`config.mk`:
```
export PLATFORM = sky130hd
export DESIGN_NAME = coalescing_free_extent_table_core
export DESIGN_NICKNAME = d
export VERILOG_FILES = /design/src/cfet_pkg.sv /design/src/cfet_ram.sv /design/src/coalescing_free_extent_table_core.sv
export VERILOG_INCLUDE_DIRS = /design/src /design/src/src
export SDC_FILE = /design/constraint.sdc
export NUM_CORES = 2
export LEC_CHECK = 0
export BUFFER_PORTS_ARGS = -buffer_cell sky130_fd_sc_hd__buf_2
export CAP_MARGIN = 40
export CORE_ASPECT_RATIO = 0.7
export CORE_UTILIZATION = 34
export DETAILED_ROUTE_END_ITERATION = 10
export GPL_TIMING_DRIVEN = 0
export PLACE_DENSITY_LB_ADDON = 0.3
export SLEW_MARGIN = 20
export SYNTH_ARGS = -nofsm -noshare
export SYNTH_HDL_FRONTEND = slang
export SYNTH_SLANG_ARGS = --single-unit
```
`constraint.sdc`:
```
create_clock -name clk -period 6.3 [get_ports clk]
set_input_delay 0.945 -clock clk [delete_from_list [all_inputs] [get_ports clk]]
set_output_delay 0.945 -clock clk [all_outputs]
set_load 0.02 [all_outputs]
```
`src/assert_macros.svh`:
```
// Assertion macros shared by the free extent table RTL.
`ifndef ASSERT_MACROS_SVH
`define ASSERT_MACROS_SVH
`ifndef ASSERT_OFF
`define CFET_ASSERT(lbl, prop) \
  lbl: assert property (@(posedge clk) disable iff (!rst_n) prop) \
    else $error("assertion failed");
`define CFET_ASSERT_RST(lbl, prop) \
  lbl: assert property (@(posedge clk) prop) \
    else $error("reset assertion failed");
`else
`define CFET_ASSERT(lbl, prop)
`define CFET_ASSERT_RST(lbl, prop)
`endif
`endif

```
`src/cfet_pkg.sv`:
```
// Constants, types and helpers for the coalescing free extent table.
package cfet_pkg;

  localparam int ENTRIES    = 64;
  localparam int SPACE_BITS = 20;
  localparam int LEN_W      = SPACE_BITS + 1;
  localparam int SUM_W      = LEN_W + 1;
  localparam int SUM3_W     = LEN_W + 2;
  localparam int IDX_W      = $clog2(ENTRIES);
  localparam int CNT_W      = $clog2(ENTRIES + 1);

  localparam logic [LEN_W-1:0] LEN_MAX = LEN_W'(1) << SPACE_BITS;

  localparam logic [1:0] KIND_CLEAR = 2'd0;
  localparam logic [1:0] KIND_ADD   = 2'd1;
  localparam logic [1:0] KIND_READ  = 2'd2;

  localparam logic [2:0] ST_INSERTED      = 3'd0;
  localparam logic [2:0] ST_MERGED_BEFORE = 3'd1;
  localparam logic [2:0] ST_MERGED_AFTER  = 3'd2;
  localparam logic [2:0] ST_MERGED_BOTH   = 3'd3;
  localparam logic [2:0] ST_FULL          = 3'd4;
  localparam logic [2:0] ST_READ_OK       = 3'd5;
  localparam logic [2:0] ST_EMPTY         = 3'd6;
  localparam logic [2:0] ST_CLEARED       = 3'd7;

  typedef struct packed {
    logic [SPACE_BITS-1:0] start;
    logic [LEN_W-1:0]      len;
  } entry_t;

  localparam int ENTRY_W = $bits(entry_t);

  function automatic logic [LEN_W-1:0] sat_len(input logic [SUM3_W-1:0] v);
    logic [LEN_W-1:0] r;
    if (v > SUM3_W'(LEN_MAX)) r = LEN_MAX;
    else r = v[LEN_W-1:0];
    return r;
  endfunction

endpackage

```
`src/cfet_ram.sv`:
```
// Generic simple dual port RAM with registered read.
module cfet_ram #(
  parameter int WIDTH = 8,
  parameter int DEPTH = 16
) (
  input  logic                     clk,
  input  logic                     we,
  input  logic [$clog2(DEPTH)-1:0] waddr,
  input  logic [WIDTH-1:0]         wdata,
  input  logic [$clog2(DEPTH)-1:0] raddr,
  output logic [WIDTH-1:0]         rdata
);

  logic [WIDTH-1:0] mem [DEPTH];

  always_ff @(posedge clk) begin
    if (we) mem[waddr] <= wdata;
    rdata <= mem[raddr];
  end

endmodule

```
`src/coalescing_free_extent_table_core.sv`:
```
// Top level: sorted free extent table with merge on add, held in one RAM.
// Clear and bad reads go straight to the response; a read fetches the entry
// first; an add scans, decides and merges, and shifts entries when it inserts
// or merges both sides; the scan and shift walk the RAM one entry per cycle.
// One item at a time: in_stall is high until the block is back in idle.
// Reset (synchronous, rst_n low) empties the table; RAM contents are kept.
module coalescing_free_extent_table_core (
  input  logic                              clk,
  input  logic                              rst_n,
  input  logic                              in_valid,
  output logic                              in_stall,
  input  logic [1:0]                        in_kind,
  input  logic [cfet_pkg::SPACE_BITS-1:0]   in_start_addr,
  input  logic [cfet_pkg::LEN_W-1:0]        in_extent_len,
  input  logic [cfet_pkg::IDX_W-1:0]        in_entry_index,
  output logic                              out_valid,
  input  logic                              out_stall,
  output logic [2:0]                        out_status,
  output logic [cfet_pkg::SPACE_BITS-1:0]   out_entry_start,
  output logic [cfet_pkg::LEN_W-1:0]        out_entry_len,
  output logic [cfet_pkg::CNT_W-1:0]        out_entry_total
);
  import cfet_pkg::*;
  `include "assert_macros.svh"

  typedef enum logic [2:0] {
    S_IDLE, S_SCAN, S_DECIDE, S_MERGE, S_SHIFT, S_READ, S_RESP
  } state_t;

  state_t state_r, state_nxt;
  logic [CNT_W-1:0]      cnt_r, cnt_nxt;
  logic [CNT_W-1:0]      ptr_r, ptr_nxt;
  logic [CNT_W-1:0]      chk_r, chk_nxt;
  logic [CNT_W-1:0]      pos_r, pos_nxt;
  logic [CNT_W-1:0]      sp_r, sp_nxt;
  logic [CNT_W-1:0]      rem_r, rem_nxt;
  logic [IDX_W-1:0]      dst_r, dst_nxt;
  logic                  pend_r, pend_nxt;
  logic                  dir_up_r, dir_up_nxt;
  logic                  has_prev_r, has_prev_nxt;
  logic                  has_next_r, has_next_nxt;
  logic                  jp_r, jp_nxt;
  logic                  jn_r, jn_nxt;
  logic [SPACE_BITS-1:0] loc_r, loc_nxt;
  logic [LEN_W-1:0]      len_r, len_nxt;
  entry_t                prev_r, prev_nxt;
  entry_t                next_r, next_nxt;
  logic [SUM_W-1:0]      sum_pl_r, sum_pl_nxt;
  logic [SUM_W-1:0]      sum_nl_r, sum_nl_nxt;
  logic [2:0]            res_st_r, res_st_nxt;
  logic [SPACE_BITS-1:0] res_start_r, res_start_nxt;
  logic [LEN_W-1:0]      res_len_r, res_len_nxt;
  logic                  out_valid_r, out_valid_nxt;
  logic [2:0]            out_st_r, out_st_nxt;
  logic [SPACE_BITS-1:0] out_start_r, out_start_nxt;
  logic [LEN_W-1:0]      out_len_r, out_len_nxt;
  logic [CNT_W-1:0]      out_total_r, out_total_nxt;

  logic                  ram_we;
  logic [IDX_W-1:0]      ram_waddr;
  entry_t                ram_wdata;
  logic [IDX_W-1:0]      ram_raddr;
  entry_t                ram_rdata;
  logic [ENTRY_W-1:0]    ram_rbits;

  logic [CNT_W-1:0]      pos_m1;
  logic [CNT_W-1:0]      sp_step;
  logic [CNT_W-1:0]      dst_step;
  logic [SUM3_W-1:0]     tot3;

  cfet_ram #(.WIDTH(ENTRY_W), .DEPTH(ENTRIES)) u_ram (
    .clk   (clk),
    .we    (ram_we),
    .waddr (ram_waddr),
    .wdata (ram_wdata),
    .raddr (ram_raddr),
    .rdata (ram_rbits)
  );

  assign ram_rdata = entry_t'(ram_rbits);

  assign in_stall        = (state_r != S_IDLE);
  assign out_valid       = out_valid_r;
  assign out_status      = out_st_r;
  assign out_entry_start = out_start_r;
  assign out_entry_len   = out_len_r;
  assign out_entry_total = out_total_r;

  assign pos_m1   = pos_r - CNT_W'(1);
  assign sp_step  = dir_up_r ? (sp_r - CNT_W'(1)) : (sp_r + CNT_W'(1));
  assign dst_step = dir_up_r ? (sp_r + CNT_W'(1)) : (sp_r - CNT_W'(1));
  assign tot3     = SUM3_W'(sum_pl_r) + SUM3_W'(next_r.len);

  always_comb begin
    state_nxt     = state_r;
    cnt_nxt       = cnt_r;
    ptr_nxt       = ptr_r;
    chk_nxt       = chk_r;
    pos_nxt       = pos_r;
    sp_nxt        = sp_r;
    rem_nxt       = rem_r;
    dst_nxt       = dst_r;
    pend_nxt      = pend_r;
    dir_up_nxt    = dir_up_r;
    has_prev_nxt  = has_prev_r;
    has_next_nxt  = has_next_r;
    jp_nxt        = jp_r;
    jn_nxt        = jn_r;
    loc_nxt       = loc_r;
    len_nxt       = len_r;
    prev_nxt      = prev_r;
    next_nxt      = next_r;
    sum_pl_nxt    = sum_pl_r;
    sum_nl_nxt    = sum_nl_r;
    res_st_nxt    = res_st_r;
    res_start_nxt = res_start_r;
    res_len_nxt   = res_len_r;
    out_valid_nxt = out_valid_r;
    out_st_nxt    = out_st_r;
    out_start_nxt = out_start_r;
    out_len_nxt   = out_len_r;
    out_total_nxt = out_total_r;
    ram_we        = 1'b0;
    ram_waddr     = '0;
    ram_wdata     = '0;
    ram_raddr     = '0;

    if (out_valid_r && !out_stall) out_valid_nxt = 1'b0;

    case (state_r)
      S_IDLE: begin
        ram_raddr = in_entry_index;
        if (in_valid) begin
          res_start_nxt = '0;
          res_len_nxt   = '0;
          case (in_kind)
            KIND_CLEAR: begin
              cnt_nxt    = '0;
              res_st_nxt = ST_CLEARED;
              state_nxt  = S_RESP;
            end
            KIND_ADD: begin
              loc_nxt      = in_start_addr;
              len_nxt      = sat_len(SUM3_W'(in_extent_len));
              ptr_nxt      = '0;
              pend_nxt     = 1'b0;
              has_prev_nxt = 1'b0;
              has_next_nxt = 1'b0;
              pos_nxt      = '0;
              state_nxt    = (cnt_r == '0) ? S_DECIDE : S_SCAN;
            end
            KIND_READ: begin
              if (CNT_W'(in_entry_index) < cnt_r) begin
                state_nxt = S_READ;
              end else begin
                res_st_nxt = ST_EMPTY;
                state_nxt  = S_RESP;
              end
            end
            default: begin
              res_st_nxt = ST_EMPTY;
              state_nxt  = S_RESP;
            end
          endcase
        end
      end
      S_SCAN: begin
        // reads run one entry ahead of the compare
        ram_raddr = ptr_r[IDX_W-1:0];
        ptr_nxt   = ptr_r + CNT_W'(1);
        chk_nxt   = ptr_r;
        pend_nxt  = 1'b1;
        if (pend_r) begin
          if (ram_rdata.start >= loc_r) begin
            pos_nxt      = chk_r;
            next_nxt     = ram_rdata;
            has_next_nxt = 1'b1;
            state_nxt    = S_DECIDE;
          end else begin
            prev_nxt     = ram_rdata;
            has_prev_nxt = 1'b1;
            if ((chk_r + CNT_W'(1)) == cnt_r) begin
              pos_nxt   = cnt_r;
              state_nxt = S_DECIDE;
            end
          end
        end
      end
      S_DECIDE: begin
        jp_nxt = has_prev_r &&
                 ((SUM_W'(prev_r.start) + SUM_W'(prev_r.len)) == SUM_W'(loc_r));
        jn_nxt = has_next_r &&
                 ((SUM_W'(loc_r) + SUM_W'(len_r)) == SUM_W'(next_r.start));
        sum_pl_nxt = SUM_W'(prev_r.len) + SUM_W'(len_r);
        sum_nl_nxt = SUM_W'(next_r.len) + SUM_W'(len_r);
        state_nxt  = S_MERGE;
      end
      S_MERGE: begin
        pend_nxt = 1'b0;
        if (jp_r && jn_r) begin
          ram_we          = 1'b1;
          ram_waddr       = pos_m1[IDX_W-1:0];
          ram_wdata.start = prev_r.start;
          ram_wdata.len   = sat_len(tot3);
          sp_nxt          = pos_r + CNT_W'(1);
          rem_nxt         = cnt_r - pos_r - CNT_W'(1);
          dir_up_nxt      = 1'b0;
          cnt_nxt         = cnt_r - CNT_W'(1);
          res_st_nxt      = ST_MERGED_BOTH;
          state_nxt       = S_SHIFT;
        end else if (jp_r) begin
          ram_we          = 1'b1;
          ram_waddr       = pos_m1[IDX_W-1:0];
          ram_wdata.start = prev_r.start;
          ram_wdata.len   = sat_len(SUM3_W'(sum_pl_r));
          res_st_nxt      = ST_MERGED_BEFORE;
          state_nxt       = S_RESP;
        end else if (jn_r) begin
          ram_we          = 1'b1;
          ram_waddr       = pos_r[IDX_W-1:0];
          ram_wdata.start = loc_r;
          ram_wdata.len   = sat_len(SUM3_W'(sum_nl_r));
          res_st_nxt      = ST_MERGED_AFTER;
          state_nxt       = S_RESP;
        end else if (cnt_r >= CNT_W'(ENTRIES)) begin
          res_st_nxt = ST_FULL;
          state_nxt  = S_RESP;
        end else begin
          sp_nxt     = cnt_r - CNT_W'(1);
          rem_nxt    = cnt_r - pos_r;
          dir_up_nxt = 1'b1;
          cnt_nxt    = cnt_r + CNT_W'(1);
          res_st_nxt = ST_INSERTED;
          state_nxt  = S_SHIFT;
        end
      end
      S_SHIFT: begin
        ram_raddr = sp_r[IDX_W-1:0];
        if (pend_r) begin
          ram_we    = 1'b1;
          ram_waddr = dst_r;
          ram_wdata = ram_rdata;
        end
        if (rem_r != '0) begin
          sp_nxt   = sp_step;
          dst_nxt  = dst_step[IDX_W-1:0];
          rem_nxt  = rem_r - CNT_W'(1);
          pend_nxt = 1'b1;
        end else begin
          pend_nxt = 1'b0;
          if (!pend_r) begin
            // on an insert the gap is open: drop the new extent in
            if (dir_up_r) begin
              ram_we          = 1'b1;
              ram_waddr       = pos_r[IDX_W-1:0];
              ram_wdata.start = loc_r;
              ram_wdata.len   = len_r;
            end
            state_nxt = S_RESP;
          end
        end
      end
      S_READ: begin
        res_start_nxt = ram_rdata.start;
        res_len_nxt   = ram_rdata.len;
        res_st_nxt    = ST_READ_OK;
        state_nxt     = S_RESP;
      end
      S_RESP: begin
        if (!out_valid_r || !out_stall) begin
          out_valid_nxt = 1'b1;
          out_st_nxt    = res_st_r;
          out_start_nxt = res_start_r;
          out_len_nxt   = res_len_r;
          out_total_nxt = cnt_r;
          state_nxt     = S_IDLE;
        end
      end
      default: state_nxt = S_IDLE;
    endcase
  end

  always_ff @(posedge clk) begin
    ptr_r       <= ptr_nxt;
    chk_r       <= chk_nxt;
    pos_r       <= pos_nxt;
    sp_r        <= sp_nxt;
    rem_r       <= rem_nxt;
    dst_r       <= dst_nxt;
    dir_up_r    <= dir_up_nxt;
    has_prev_r  <= has_prev_nxt;
    has_next_r  <= has_next_nxt;
    jp_r        <= jp_nxt;
    jn_r        <= jn_nxt;
    loc_r       <= loc_nxt;
    len_r       <= len_nxt;
    prev_r      <= prev_nxt;
    next_r      <= next_nxt;
    sum_pl_r    <= sum_pl_nxt;
    sum_nl_r    <= sum_nl_nxt;
    res_st_r    <= res_st_nxt;
    res_start_r <= res_start_nxt;
    res_len_r   <= res_len_nxt;
    out_st_r    <= out_st_nxt;
    out_start_r <= out_start_nxt;
    out_len_r   <= out_len_nxt;
    out_total_r <= out_total_nxt;
    if (!rst_n) begin
      state_r     <= S_IDLE;
      cnt_r       <= '0;
      pend_r      <= 1'b0;
      out_valid_r <= 1'b0;
    end else begin
      state_r     <= state_nxt;
      cnt_r       <= cnt_nxt;
      pend_r      <= pend_nxt;
      out_valid_r <= out_valid_nxt;
    end
  end

  `CFET_ASSERT(a_cnt_bound, cnt_r <= CNT_W'(ENTRIES))
  `CFET_ASSERT(a_scan_in_range, (state_r == S_SCAN) && pend_r |-> chk_r < cnt_r)
  `CFET_ASSERT(a_write_in_table, ram_we |-> CNT_W'(ram_waddr) < (cnt_r > cnt_nxt ? cnt_r : cnt_nxt))
  `CFET_ASSERT(a_merge_has_nbr, (state_r == S_MERGE) && jn_r |-> pos_r < cnt_r)
  `CFET_ASSERT_RST(a_reset_empty, !rst_n |=> (state_r == S_IDLE) && (cnt_r == '0) && !out_valid_r)

endmodule
```
==> summary.md <==
| Metric | Value |
|---|---|
| Area grow syn2layout | 18.3% |
| Hold WS | 0.239 ns |
| Die area | between 300,000 and 400,000 sq um |
| CORE AREA | around 350,000 sq um |
| Overall Power | roughly 65 mW |
| Starting Density | 0.343 |
| Reg2reg end | u_ram.mem[19][18] |
| Number of port buffers | ~110 |
| Syn_area_per_cell | between 15 and 20 sq um |
| Logic pwr share | 0.375 |
| Seq pwr share | 0.362 |
| Placed Area | approximately 130,000 sq um |
| Area contributors post-synth | edfxtp_1, mux4_2, ha_1, nand2_1, a211oi_1 |
| Final WL | around 370 mm |
| Wire per inst | around 30 um |
| Ports | between 100 and 150 |
| Syn nets | between 6,000 and 7,000 |
| Postcts setup bufs | 0 |
| First-pass GRT wire length | approximately 510 mm |
| Gate Count Post-Synth | 6,436 |
| Yosys top cell by area | edfxtp_1 |
| Via Count | 67,824 |
| Clk pwr share | 0.263 |
| Clock slew at reported path FFs | about 0.07 ns |
| Initial drt markers | roughly 9,800 |
| Residual DRC count | 0 |
| Final std cells w/o fill | roughly 12,000 |
| Worst-Skew Late Latency | 0.89 ns |
| Fin. Hold Viols | 0 |
| Register area share after synthesis | 0.737 |
| Pwr Density | 456 nW/um^2 |
| CTS tree | yes |
| Hold Path End | loc_r[15] |
| Post_cts resized | 0 |
| Number of H-tree levels | 5 |
| Relative slew slack | 0.238 |
| Num CTS Buffers | 289 |
| Yosys cell types | 81 |
| Hold buffer count at cts | 0 |
| Flop2flop setup slack | just over 0.9 ns |
| Max-slew violations | 0 |
| Hold WC Path Type | in -> reg |
| Final Skew | between 0.03 and 0.04 ns |
| Main synth FF type | edfxtp_1 |
| Routability cong. | between 0.9 and 1 |
| Hold Path Stages | 1 |
| Vias per std cell | 5.62 |
| Endpoints failing setup | 0 |
| Seq cells post-synth | about 3,000 |
| Post-synth ARST share | 0 |
| Met2 WL | roughly 150 mm |
| Post-synth EDFFs | between 2,000 and 3,000 |
| Mapped Area | around 120,000 sq um |
| Most instantiated cells after synthesis | edfxtp_1, mux4_2, nand2_1 |
| Worst setup path class | reg -> reg |
| Fmax | 186 MHz |
| Final worst-path cycle share | 0.855 |
| Number of global-route vias before repair | roughly 65,000 |
| Final #Nets | 7,350 |
| Max-cap violations | 0 |
| Required time worst endpoint | approximately 7.0 ns |
| Post-route cell area | 143,000 sq um |
| Cell total after placement | 11,520 |
| Grt total ovfl | 0 |
| FF-to-FF Start | sum_pl_r[0] |
| Most common cell in the netlist | edfxtp_1 |
| Die Y | between 500 and 600 um |
| CP max FO | 32 |
| Filler Cells Inserted | 31,309 |
| Critical path capture point type | flop |
| Global Route Usage Sum | 0.200 |
| Least-Margin Pin Slew | between 1 and 1.5 ns |
| Leakage | approximately 46 nW |
| Initial antenna violation count | 34 |
| RSZ-0062 raised after global routing | no |
| Status | complete, no violations |
| Yosys warns | 0 |
| Internal Power | between 40 and 50 mW |
| Sw Ratio | 0.369 |
| Yosys top cell area share | 0.728 |
| First-pass iteration count of the detailed router | 6 |
| Die Span X | 715 um |
| WL met3 | about 47 mm |
| CTS max path bufs | 4 |
| Max IR drop VDD | around 0.00027 V |
| Clk sink count | around 3,000 |
| Hold Crit Start | in_start_addr[15] |
| Min cycle time layout | 5.39 ns |
| Rows | approximately 180 |
| Top sig layer | met5 |
| Post-route setup TNS | 0 ns |
| FF-to-FF path depth | 16 |
| P_sw | 24.1 mW |
| ANT nets after route | 0 |
| Critical Path AT | around 6.1 ns |
| M1 wire length | approximately 160 mm |
| Clock root cell | clkbuf_16 |
| Layout cell share with drive strength beyond 1 | 0.244 |
| Startpoint Class | flop |
| Largest net degree at the start of global routing | 65 |
| Detailed placement HPWL | ~270 mm |
final cells by class:
type	instances	area (sq um)	area share
Buffer	338	1530	0.0107
Antenna cell	17	42.5	0.000298
Timing Repair Buffer	417	6000	0.0420
Inverter	109	452	0.00316
Clock inverter	146	1270	0.00888
Sequential cell	2984	89100	0.623
Clock buffer	360	7780	0.0544
Multi-Input combinational cell	3005	30900	0.216
Tap cell	4692	5870	0.0411
worst max-delay path, cell delays in order (launching register included):
cell,delay [ns]
edfxtp_1,0.43
ha_1,0.22
inv_1,0.07
fa_1,0.40
nand2b_1,0.19
a21oi_1,0.31
nand2b_1,0.20
xor2_1,0.10
nor4_1,0.43
nand4_1,0.25
nor4_1,0.53
nand4_1,0.25
a211oi_4,0.46
o21ai_2,0.26
buf_6,0.25
o21ai_4,0.53
buf_12,0.26
state kept, by name (all words and copies together), names as in the netlist, 20 cells and up:
signal / cells
len_r: 21
loc_r: 20
next_r: 41
out_entry_len: 21
out_entry_start: 20
prev_r: 41
res_len_r: 21
res_start_r: 20
sum_nl_r: 22
sum_pl_r: 22
u_ram.mem: 2624
u_ram.rdata: 41
cell usage in the layout (no fill, tap or decap), drive strengths merged, types with 120 or more instances in the layout:
cell / Yosys / routed
inv: 107 / 120
nor2: 211 / 211
a21oi: 211 / 211
a211oi: 217 / 217
buf: 146 / 557
mux4: 657 / 657
edfxtp: 2931 / 2931
ha: 147 / 147
and2: 186 / 186
clkbuf: 192 / 558
nand2: 439 / 439
worst max path at each step:
stage / startpoint / endpoint / slack (ns) / cells after the start
floorplan: sum_pl_r[0] / u_ram.mem[0][17] / 0.22 / 14
global placement: sum_pl_r[0] / u_ram.mem[16][12] / -6.29 / 14
detailed placement: in_entry_index[1] / u_ram.rdata[23] / 0.65 / 14
CTS: state_r[2] / u_ram.mem[14][18] / 0.81 / 14
global route: sum_pl_r[0] / u_ram.mem[21][18] / 0.72 / 16
finish: sum_pl_r[0] / u_ram.mem[19][18] / 0.91 / 16
metal layers:
layer,track usage,vias to the layer above
met3,0.0704,494
met5,0.00510,-
li1,-,27808
met1,0.308,35963
met4,0.0418,8
met2,0.268,3551
stage by stage:
stage          utilization  worst slack, ns
3_5_place_dp         0.379            0.646
5_1_grt              0.405            0.720
3_3_place_gp         0.361            -6.29
2_1_floorplan            -            0.224
4_1_cts              0.405            0.808
6_report             0.406            0.911
kinds of logic after synthesis:
| logic type | Yosys count | share of synthesized area |
|---|---|---|
| buffers and inverters | 447 | 0.0159 |
| muxes | 669 | 0.123 |
| DFF | 2984 | 0.737 |
| AOI/OAI and AO/OA | 938 | 0.0537 |
| adders and majority gates | 153 | 0.0162 |
| xor gates and xnor gates | 154 | 0.0112 |
| and+or+nand+nor | 1091 | 0.0428 |
power groups by stage:
stage	combinational (mW)	sequential [mW]	clock, mW
after detailed placement	23.8	24.0	0
after global placement	22.1	24.2	0
after floorplan	12.6	23.7	0
final	24.5	23.6	17.1
after global routing	25.4	23.6	18.0
after CTS	23.9	23.6	17.3
(Power assumes the default switching activity.)
